===== src/rtl/swmf_pkg.sv =====
// shared types and constants of the sliding window median filter
`default_nettype none

package swmf_pkg;

	localparam int MAX_WINDOW_DEF = 32;
	localparam int SAMPLE_W       = 16;
	localparam int MEDIAN_W       = 17;
	localparam int WS_W           = 6;
	localparam int DATA_W         = 32;
	localparam int ADDR_W         = 3;

	localparam logic [WS_W-1:0]   WS_RESET            = 6'd5;
	localparam logic [ADDR_W-1:0] REG_WINDOW_SIZE_ADR = 3'd0;

	typedef enum logic {
		OP_PUSH  = 1'b0,
		OP_CLEAR = 1'b1
	} opcode_t;

	// command broadcast to every cell of the sorted chain
	typedef struct packed {
		logic                       clear;
		logic                       evict;
		logic                       insert;
		logic signed [SAMPLE_W-1:0] sample;
	} cell_ctrl_t;

endpackage

`default_nettype wire


===== src/rtl/swmf_cell.sv =====
// one cell of the sorted chain: holds a sample, its age and a valid flag
`default_nettype none

module swmf_cell
	import swmf_pkg::*;
#(
	parameter int AW = 6
) (
	input  wire                        clk,
	input  wire                        arst_n,
	input  wire cell_ctrl_t            ctrl,
	input  wire [AW-1:0]               oldest_age,
	// neighbor below (smaller values)
	input  wire                        lo_valid,
	input  wire signed [SAMPLE_W-1:0]  lo_value,
	input  wire [AW-1:0]               lo_age,
	input  wire                        lo_above,
	input  wire                        lo_removed,
	// neighbor above (larger values)
	input  wire                        hi_valid,
	input  wire signed [SAMPLE_W-1:0]  hi_value,
	input  wire [AW-1:0]               hi_age,
	output logic                       valid,
	output logic signed [SAMPLE_W-1:0] value,
	output logic [AW-1:0]              age,
	output logic                       above,
	output logic                       removed
);

	logic                       valid_q;
	logic signed [SAMPLE_W-1:0] value_q;
	logic [AW-1:0]              age_q;

	// new sample lands at or below this cell
	assign above   = !valid_q || (value_q > ctrl.sample);
	// oldest sample sits here or somewhere below
	assign removed = lo_removed || (valid_q && (age_q == oldest_age));

	always_ff @(posedge clk or negedge arst_n) begin
		if (!arst_n) begin
			valid_q <= 1'b0;
		end else if (ctrl.clear) begin
			valid_q <= 1'b0;
		end else if (ctrl.evict) begin
			if (removed) valid_q <= hi_valid;
		end else if (ctrl.insert) begin
			if (above) valid_q <= lo_above ? lo_valid : 1'b1;
		end
	end

	always_ff @(posedge clk) begin
		if (ctrl.evict) begin
			if (removed) begin
				value_q <= hi_value;
				age_q   <= hi_age;
			end
		end else if (ctrl.insert) begin
			if (above && lo_above) begin
				value_q <= lo_value;
				age_q   <= lo_age + AW'(1);
			end else if (above) begin
				value_q <= ctrl.sample;
				age_q   <= '0;
			end else begin
				age_q   <= age_q + AW'(1);
			end
		end
	end

	assign valid = valid_q;
	assign value = value_q;
	assign age   = age_q;

endmodule

`default_nettype wire


===== src/rtl/sliding_window_median_filter.sv =====
// top level: running median over a sorted chain of sample cells
// a push inserts, reads the two middle taps, then loads its result and returns to idle
// eviction steps first drop samples from the oldest end until fewer than the window hold
// a clear empties the window; a result still stalled holds the sequencer in its last read
// the sequence is: eviction steps, one insert step, two median reads
// reset empties the window and sets window_size to 5
`default_nettype none

module sliding_window_median_filter
	import swmf_pkg::*;
#(
	parameter int MAX_WINDOW = MAX_WINDOW_DEF,
	localparam int CW = $clog2(MAX_WINDOW + 1),
	localparam int IW = (MAX_WINDOW > 1) ? $clog2(MAX_WINDOW) : 1
) (
	input  wire                        clk,
	input  wire                        arst_n,
	// configuration port
	input  wire                        psel,
	input  wire                        penable,
	input  wire                        pwrite,
	input  wire [ADDR_W-1:0]           paddr,
	input  wire [DATA_W-1:0]           pwdata,
	output logic [DATA_W-1:0]          prdata,
	output logic                       pready,
	// input channel
	input  wire                        in_valid,
	output logic                       in_stall,
	input  wire                        opcode,
	input  wire signed [SAMPLE_W-1:0]  sample,
	// result channel
	output logic                       out_valid,
	input  wire                        out_stall,
	output logic signed [MEDIAN_W-1:0] median_x2,
	output logic [CW-1:0]              fill_count
);

	localparam int XW = (CW > WS_W) ? CW : WS_W;

	typedef enum logic [4:0] {
		ST_IDLE   = 5'b00001,
		ST_EVICT  = 5'b00010,
		ST_INSERT = 5'b00100,
		ST_RD_LO  = 5'b01000,
		ST_RD_HI  = 5'b10000
	} state_t;

	state_t                     state_q;
	logic [WS_W-1:0]            ws_q;
	logic [CW-1:0]              held_q;
	logic signed [SAMPLE_W-1:0] sample_q;
	logic signed [SAMPLE_W-1:0] lo_q;
	logic                       out_valid_q;
	logic signed [MEDIAN_W-1:0] median_q;
	logic [CW-1:0]              fill_q;

	logic       in_xfer;
	logic       out_free;
	logic [CW-1:0] eff_win;
	logic [CW-1:0] held_dec;
	logic [CW-1:0] mid_idx;
	logic [IW-1:0] rd_idx;
	logic signed [SAMPLE_W-1:0] rd_value;
	cell_ctrl_t ctrl;

	// chain wiring
	logic                       c_valid   [MAX_WINDOW];
	logic signed [SAMPLE_W-1:0] c_value   [MAX_WINDOW];
	logic [CW-1:0]              c_age     [MAX_WINDOW];
	logic                       c_above   [MAX_WINDOW];
	logic                       c_removed [MAX_WINDOW];

	// register port: one register, always ready
	assign pready = 1'b1;
	always_comb begin
		prdata = '0;
		if (paddr == REG_WINDOW_SIZE_ADR) prdata = DATA_W'(ws_q);
	end

	always_ff @(posedge clk or negedge arst_n) begin
		if (!arst_n) begin
			ws_q <= WS_RESET;
		end else if (psel && penable && pwrite && pready
				&& (paddr == REG_WINDOW_SIZE_ADR)) begin
			ws_q <= pwdata[WS_W-1:0];
		end
	end

	// window size clamped to 1..MAX_WINDOW
	always_comb begin
		if (ws_q == '0) begin
			eff_win = CW'(1);
		end else if (XW'(ws_q) > XW'(MAX_WINDOW)) begin
			eff_win = CW'(MAX_WINDOW);
		end else begin
			eff_win = CW'(ws_q);
		end
	end

	assign held_dec = held_q - CW'(1);
	assign in_stall = (state_q != ST_IDLE);
	assign in_xfer  = in_valid && !in_stall;
	assign out_free = !out_valid_q || !out_stall;

	// cell commands
	always_comb begin
		ctrl.clear  = in_xfer && (opcode_t'(opcode) == OP_CLEAR);
		ctrl.evict  = (state_q == ST_EVICT);
		ctrl.insert = (state_q == ST_INSERT);
		ctrl.sample = sample_q;
	end

	genvar gi;
	generate
		for (gi = 0; gi < MAX_WINDOW; gi++) begin : g_cell
			logic                       lo_valid_w, lo_above_w, lo_removed_w, hi_valid_w;
			logic signed [SAMPLE_W-1:0] lo_value_w, hi_value_w;
			logic [CW-1:0]              lo_age_w, hi_age_w;

			if (gi == 0) begin : g_bottom
				// new sample enters from below at the bottom cell
				assign lo_valid_w   = 1'b1;
				assign lo_value_w   = '0;
				assign lo_age_w     = '0;
				assign lo_above_w   = 1'b0;
				assign lo_removed_w = 1'b0;
			end else begin : g_mid_lo
				assign lo_valid_w   = c_valid[gi-1];
				assign lo_value_w   = c_value[gi-1];
				assign lo_age_w     = c_age[gi-1];
				assign lo_above_w   = c_above[gi-1];
				assign lo_removed_w = c_removed[gi-1];
			end

			if (gi == MAX_WINDOW - 1) begin : g_top
				assign hi_valid_w = 1'b0;
				assign hi_value_w = '0;
				assign hi_age_w   = '0;
			end else begin : g_mid_hi
				assign hi_valid_w = c_valid[gi+1];
				assign hi_value_w = c_value[gi+1];
				assign hi_age_w   = c_age[gi+1];
			end

			swmf_cell #(
				.AW(CW)
			) u_cell (
				.clk        (clk),
				.arst_n     (arst_n),
				.ctrl       (ctrl),
				.oldest_age (held_dec),
				.lo_valid   (lo_valid_w),
				.lo_value   (lo_value_w),
				.lo_age     (lo_age_w),
				.lo_above   (lo_above_w),
				.lo_removed (lo_removed_w),
				.hi_valid   (hi_valid_w),
				.hi_value   (hi_value_w),
				.hi_age     (hi_age_w),
				.valid      (c_valid[gi]),
				.value      (c_value[gi]),
				.age        (c_age[gi]),
				.above      (c_above[gi]),
				.removed    (c_removed[gi])
			);
		end
	endgenerate

	// median taps: lower middle first, then upper middle
	assign mid_idx = held_q >> 1;
	always_comb begin
		if ((state_q == ST_RD_LO) && !held_q[0]) begin
			rd_idx = IW'(mid_idx - CW'(1));
		end else begin
			rd_idx = IW'(mid_idx);
		end
	end

	always_comb begin
		rd_value = '0;
		for (int i = 0; i < MAX_WINDOW; i++) begin
			if (rd_idx == IW'(i)) rd_value = c_value[i];
		end
	end

	// sequencer
	always_ff @(posedge clk or negedge arst_n) begin
		if (!arst_n) begin
			state_q     <= ST_IDLE;
			held_q      <= '0;
		end else begin
			unique case (state_q)
				ST_IDLE: begin
					if (in_xfer) begin
						if (opcode_t'(opcode) == OP_CLEAR) begin
							held_q <= '0;
						end else if (held_q >= eff_win) begin
							state_q <= ST_EVICT;
						end else begin
							state_q <= ST_INSERT;
						end
					end
				end
				ST_EVICT: begin
					held_q <= held_dec;
					if (held_dec < eff_win) state_q <= ST_INSERT;
				end
				ST_INSERT: begin
					held_q  <= held_q + CW'(1);
					state_q <= ST_RD_LO;
				end
				ST_RD_LO: begin
					state_q <= ST_RD_HI;
				end
				ST_RD_HI: begin
					// hold here until the result register is free
					if (out_free) state_q <= ST_IDLE;
				end
				default: begin
					state_q <= ST_IDLE;
				end
			endcase
		end
	end

	// result valid: loaded from the last read step, dropped once transferred
	always_ff @(posedge clk or negedge arst_n) begin
		if (!arst_n) begin
			out_valid_q <= 1'b0;
		end else if ((state_q == ST_RD_HI) && out_free) begin
			out_valid_q <= 1'b1;
		end else if (!out_stall) begin
			out_valid_q <= 1'b0;
		end
	end

	// payload registers
	always_ff @(posedge clk) begin
		if (in_xfer) sample_q <= sample;
		if (state_q == ST_RD_LO) lo_q <= rd_value;
		if ((state_q == ST_RD_HI) && out_free) begin
			median_q <= MEDIAN_W'(lo_q) + MEDIAN_W'(rd_value);
			fill_q   <= held_q;
		end
	end

	assign out_valid  = out_valid_q;
	assign median_x2  = median_q;
	assign fill_count = fill_q;

endmodule

`default_nettype wire

===== config.mk =====
export PLATFORM = sky130hd
export DESIGN_NAME = sliding_window_median_filter
export DESIGN_NICKNAME = d
export VERILOG_FILES = /design/src/rtl/swmf_pkg.sv /design/src/rtl/swmf_cell.sv /design/src/rtl/sliding_window_median_filter.sv
export SDC_FILE = /design/constraint.sdc
export NUM_CORES = 2
export LEC_CHECK = 0
export BUFFER_PORTS_ARGS = -buffer_cell sky130_fd_sc_hd__buf_2
export CORE_MARGIN = 8
export CORE_UTILIZATION = 51
export CTS_CLUSTER_DIAMETER = 50
export DETAILED_ROUTE_END_ITERATION = 8
export GPL_TIMING_DRIVEN = 1
export PLACE_DENSITY_LB_ADDON = 0.3
export SLEW_MARGIN = 20
export SYNTH_ARGS = -nofsm -noshare
export SYNTH_HDL_FRONTEND = slang
export SYNTH_SLANG_ARGS = --single-unit
export TNS_END_PERCENT = 50

===== constraint.sdc =====
create_clock -name clk -period 13.5 [get_ports clk]
set_input_delay 4.05 -clock clk [delete_from_list [all_inputs] [get_ports clk]]
set_output_delay 4.05 -clock clk [all_outputs]
set_load 0.05 [all_outputs]

; ---- Yosys cells after proc, flatten, opt, wreduce, memory -nomap -nowiden
; Cells that the tools add are included.
[totals]
mem_bits_rw = 0
input_bits = 59
regBits = 809
mem_bits_ro = 0
latch_bits = 0
n_memories = 0
out_inout_bits = 58
[op_classes]
muxes = 556
n_lt_le_gt_ge = 35
n_div = 0
add_sub_neg = 36
eq_ne = 139
n_reduce_logical = 338
bitwise = 0
mul = 0
shift = 0
[ops]
columns = operator, count
row1 = 2-to-1 mux 16 bit, 191
row2 = 2-to-1 mux 6 bit, 164
row3 = greater-than comparator 16 bit, 32
row4 = adder 6 x 1 -> 6 bit (second input constant), 33
row5 = AND reduction 3 bit, 65
row6 = nonzero test 3 bit, 65
row7 = 2-to-1 mux 1 bit, 193
row8 = equality test 6 bit, 32
row9 = inequality test 3 x 1 -> 1 bit (second input constant), 32
row10 = equality test 5 bit (second input constant), 17
row11 = logical AND 1 bit, 70
row12 = inequality test 2 x 1 -> 1 bit (second input constant), 34
row13 = logical OR 1 bit, 64
row14 = AND reduction 2 bit, 32
row15 = equality test 5 x 4 -> 1 bit (second input constant), 9
row16 = logical NOT 1 bit, 36
row17 = equality test 5 x 3 -> 1 bit (second input constant), 5
row18 = 2-to-1 mux 5 bit, 5
row19 = one-hot mux 5 bit (5 select lines), 1
row20 = one-hot mux 6 bit (3 select lines), 1
row21 = adder 16 x 16 -> 17 bit, 1
row22 = equality test 5 x 2 -> 1 bit (second input constant), 3
row23 = equality test 5 x 1 -> 1 bit (second input constant), 2
row24 = inequality test 2 bit (second input constant), 4
row25 = 12 further kinds, 13

; ---- Logic depth before layout (Yosys ltp)
[depth]
word_depth = 37
ltp_mapped = 31

; ---- By module
; From an unflattened synthesis, not the netlist that was laid out.
[hier_totals]
hier_cells = 7954
hier_area_um2 = 73717.0
[by_module_without_submodules]
columns = module, cells_each, area_each_um2, n_inst
row1 = swmf_cell (g_cell[0].u_cell ...), 206, 1978.1, 20
row2 = swmf_cell (g_cell[29].u_cell ...), 212, 2029.4, 11
row3 = sliding_window_median_filter, 1249, 9690.5, 1
row4 = swmf_cell (g_cell[1].u_cell), 253, 2139.6, 1

; ---- Worst setup path before layout
; OpenSTA, ideal clock, no wires.
[synth_timing]
kind = input to output
startpoint = in paddr[1]
endpoint = out prdata[0]
arrival_ns = 4.865
cell_stages = 2
setup_slack_ns = 4.585
path_cell_list = nor3_1 > and2_1
[synth_between]
elab_chain_cells = 2
[synth_rtl]
columns = item, line_no
row1 = from (decl), sliding_window_median_filter.sv:22  ; input wire [ADDR_W-1:0] paddr,
row2 = logical NOT 3 bit, sliding_window_median_filter.sv:77  ; if (paddr == REG_WINDOW_SIZE_ADR) prdata = DATA_W'(ws_q);
row3 = 2-to-1 mux 6 bit, sliding_window_median_filter.sv:77
row4 = to (decl), sliding_window_median_filter.sv:24  ; output logic [DATA_W-1:0] prdata,
; Every way passes these cells.

; ---- Worst setup path in the final report
[layout_timing]
startpoint = in paddr[1]
endpoint = out prdata[5]
; Same word-level chain as after synthesis.

==> flow_summary_export.csv <==
group,metric,value,unit
setup_path,r2r-start,"state_q[3]",
cells_and_area,fin_nets,7480,
placed_design,hpwl,183,mm
synthesis,synthTopCellsByArea,"edfxtp_1 35%, ha_1 11%, mux2i_1 6.1%",
setup_path,crit_arrival,5060,ps
placed_design,postPlaceCellArea,0.0666,mm^2
min_path,hold_path_class,"flop to flop",
setup_path,timing.rr.end,"median_x2[15]",
synthesis,synth.top_cell.area_share,35.3,%
routing,vias,61000,
placed_design,numPortBuffers,63,
floorplan,coreArea,0.126,mm^2
timing,skew,29.2,ps
global_routing,gr-total-overflow,0,
global_routing,grt_pass1_wl,380,mm
timing,final.min_clock_period,9110,ps
global_routing,antenna_found_initial,9,
synthesis,syn_inst,6960,
synthesis,syn_area,0.0645,mm^2
timing,rsz0062_at_grt,"false",
setup_path,crit_type,"input pin to primary output",
floorplan,die_h,372,um
synthesis,synth_edf_count,759,
power_and_ir_drop,clkPwrFrac,25.5,%
power_and_ir_drop,p_int,7830,uW
timing,max_freq,0.110,GHz
setup_path,r2r_cells,18,
placed_design,place_congestion,0.996,
synthesis,synth_top_area_cell,"edfxtp_1",
routing,avgViaCountPerCell,7.09,
cts,cts_sinks,809,
cts,cts.repair.resized,0,
power_and_ir_drop,leakage,0.0271,uW
timing,worstMarginPinSlew,1240,ps
cells_and_area,design_area,0.0712,mm^2
setup_path,cp.required,9450,ps
min_path,hp-start,"g_cell[14].u_cell.value[0]",
cts,cts_tree,"yes",
floorplan,die-area,0.138,mm^2
timing,min_period_over_period,67.5,%
power_and_ir_drop,power.density,197,mW/mm^2
routing,first_pass_iters,8,
cts,cts_max_path_buffers,3,
synthesis,seq_area_frac_synth,37.3,%
floorplan,num_io_pins,117,
synthesis,synth.avg_cell_area,9.27,um^2
cts,cts-root-buf,"clkbuf_16",
floorplan,initial_core_util,51.4,%
global_routing,met1_usage,49.4,%
setup_path,rrSetupSlack,5550,ps
cells_and_area,final_common_cell,"nand2_1",
flow_run,cap_violations,0,
global_routing,busiest_layer,"met2",
cts,ctsHoldBuffers,0,
cells_and_area,seqCellArea,0.0241,mm^2
timing,finalHoldViolCount,0,
power_and_ir_drop,switching_share,44.0,%
routing,ant_nets,0,
cts,post_cts_buffers,0,
timing,slew_viol_final,0,
timing,setup_viol,0,
floorplan,rows,130,
routing,wl_per_cell,30.5,um
cts,clk_latency,800,ps
min_path,holdPathStages,2,
synthesis,ys_ff_latch,809,
cells_and_area,drive_gt1_share,8.73,%
synthesis,synth_ff_type,"edfxtp_1",
cts,h-tree-depth,4,
global_routing,grt_pass1_vias,57000,
global_routing,grt_usage,36.5,%
setup_path,crit_path_max_fanout,7,
routing,routed_wl,262,mm
synthesis,yosysUniqueCellTypes,108,
setup_path,cp-end-kind,"primary output",
power_and_ir_drop,p_seq_share,28.5,%
setup_path,startpoint_type,"input pin",
routing,initialDrtViolationCount,10400,
cells_and_area,fill_cells,11000,
global_routing,grt_max_degree,194,
floorplan,die_w,372,um
min_path,holdPathEnd,"g_cell[13].u_cell.value[0]",
cts,numCtsBuffers,131,
timing,fin_tns_setup,0,ps
timing,max_slew_margin,16.2,%
global_routing,met3_usage,12.1,%
power_and_ir_drop,power_switching,6160,uW
power_and_ir_drop,p_comb_share,46.0,%
power_and_ir_drop,ir_worst_vdd,0.181,mV
synthesis,yosys_warnings,0,
cells_and_area,multiInputGateArea,0.0383,mm^2
routing,drc,0,
cells_and_area,final_cell_mix,"882 x nand2_1, 759 x edfxtp_1, 607 x o21ai_0",
power_and_ir_drop,fin_total_pwr,14000,uW
cts,clkTransAtPathRegs,60,ps
status,status,"complete, no violations",
global_routing,met2_usage,51.3,%
synthesis,synthArstFlopShare,6.18,%
cells_and_area,synthToLayoutAreaGrowth,10.4,%
## critical path: stages
cell	delay, ps
buf_2	90
nor3_1	440
and2_1	210
buf_2	260
## per-stage QoR
stage	std cells	setup WS (ps)	hold WS (ps)	utilization [%]
after global placement	8358	4450	543	53.0
after floorplan	6985	4590	448	-
after CTS	8599	4370	566	56.6
final	8606	4390	566	56.7
after global routing	8601	4260	602	56.7
after detailed placement	8358	4370	556	53.0
## metal layers
layer	vias to the layer above	share of wire (%)
li1	26100	-
met1	29100	38
met2	4730	40
met3	1026	15
met4	6	6.4
met5	-	0.043
## how the worst max path moves through the flow
stage | startpoint | slack (ps) | cells past startpoint | end
after CTS | paddr[1] | 4370 | 4 | prdata[5]
after floorplan | paddr[1] | 4590 | 2 | prdata[0]
after global routing | paddr[1] | 4260 | 4 | prdata[5]
after global placement | paddr[1] | 4450 | 4 | prdata[0]
after detailed placement | paddr[1] | 4370 | 4 | prdata[5]
final | paddr[1] | 4390 | 4 | prdata[5]
## synthesized netlist by cell type, types with 143 or more instances
master / n
nand2_1: 884
edfxtp_1: 759
o21ai_0: 615
ha_1: 577
nor2_1: 414
clkbuf_1: 410
mux2i_1: 394
a21oi_1: 343
nand3_1: 253
xor2_1: 162
a31oi_1: 157
nand4_1: 143
## logic make-up after synthesis
kind of cell               count (synthesis)  synth area share [%]
buffers and inverters                    651                  4.09
adders and majority gates                586                  11.3
muxes                                    417                  6.56
and+or+nand+nor                         2137                  15.4
other                                      2                0.0116
AOI/OAI and AO/OA                       2036                  20.5
xor gates and xnor gates                 322                  4.81
DFF                                      809                  37.3
## cell type report
type	instances	area share (%)
multi-input cells	5525	53.8
flip-flops and latches	809	33.8
clock buffers	160	4.95
well taps	1650	2.90
repair buffers	241	2.37
clock inverters	81	1.43
inverters	135	0.712
diodes	5	0.0176
## sequential cells by signal, summed over array words and instances (netlist names)
register and flops:
state_q 5, median_x2 17, lo_q 16, g_cell.u_cell.age 192
held_q 6, sample_q 16, g_cell.u_cell.value 512, ws_q 6
g_cell.u_cell.valid 32, out_valid 1, fill_count 6
## power groups by stage
stage,clock (uW),combinational [uW],sequential (uW)
6_report,3570,6430,3990
3_3_place_gp,0,5950,3990
4_1_cts,3570,6190,3950
5_1_grt,3670,6830,3990
3_5_place_dp,0,6150,3990
2_1_floorplan,0,4200,3680
(Power assumes the default switching activity.)
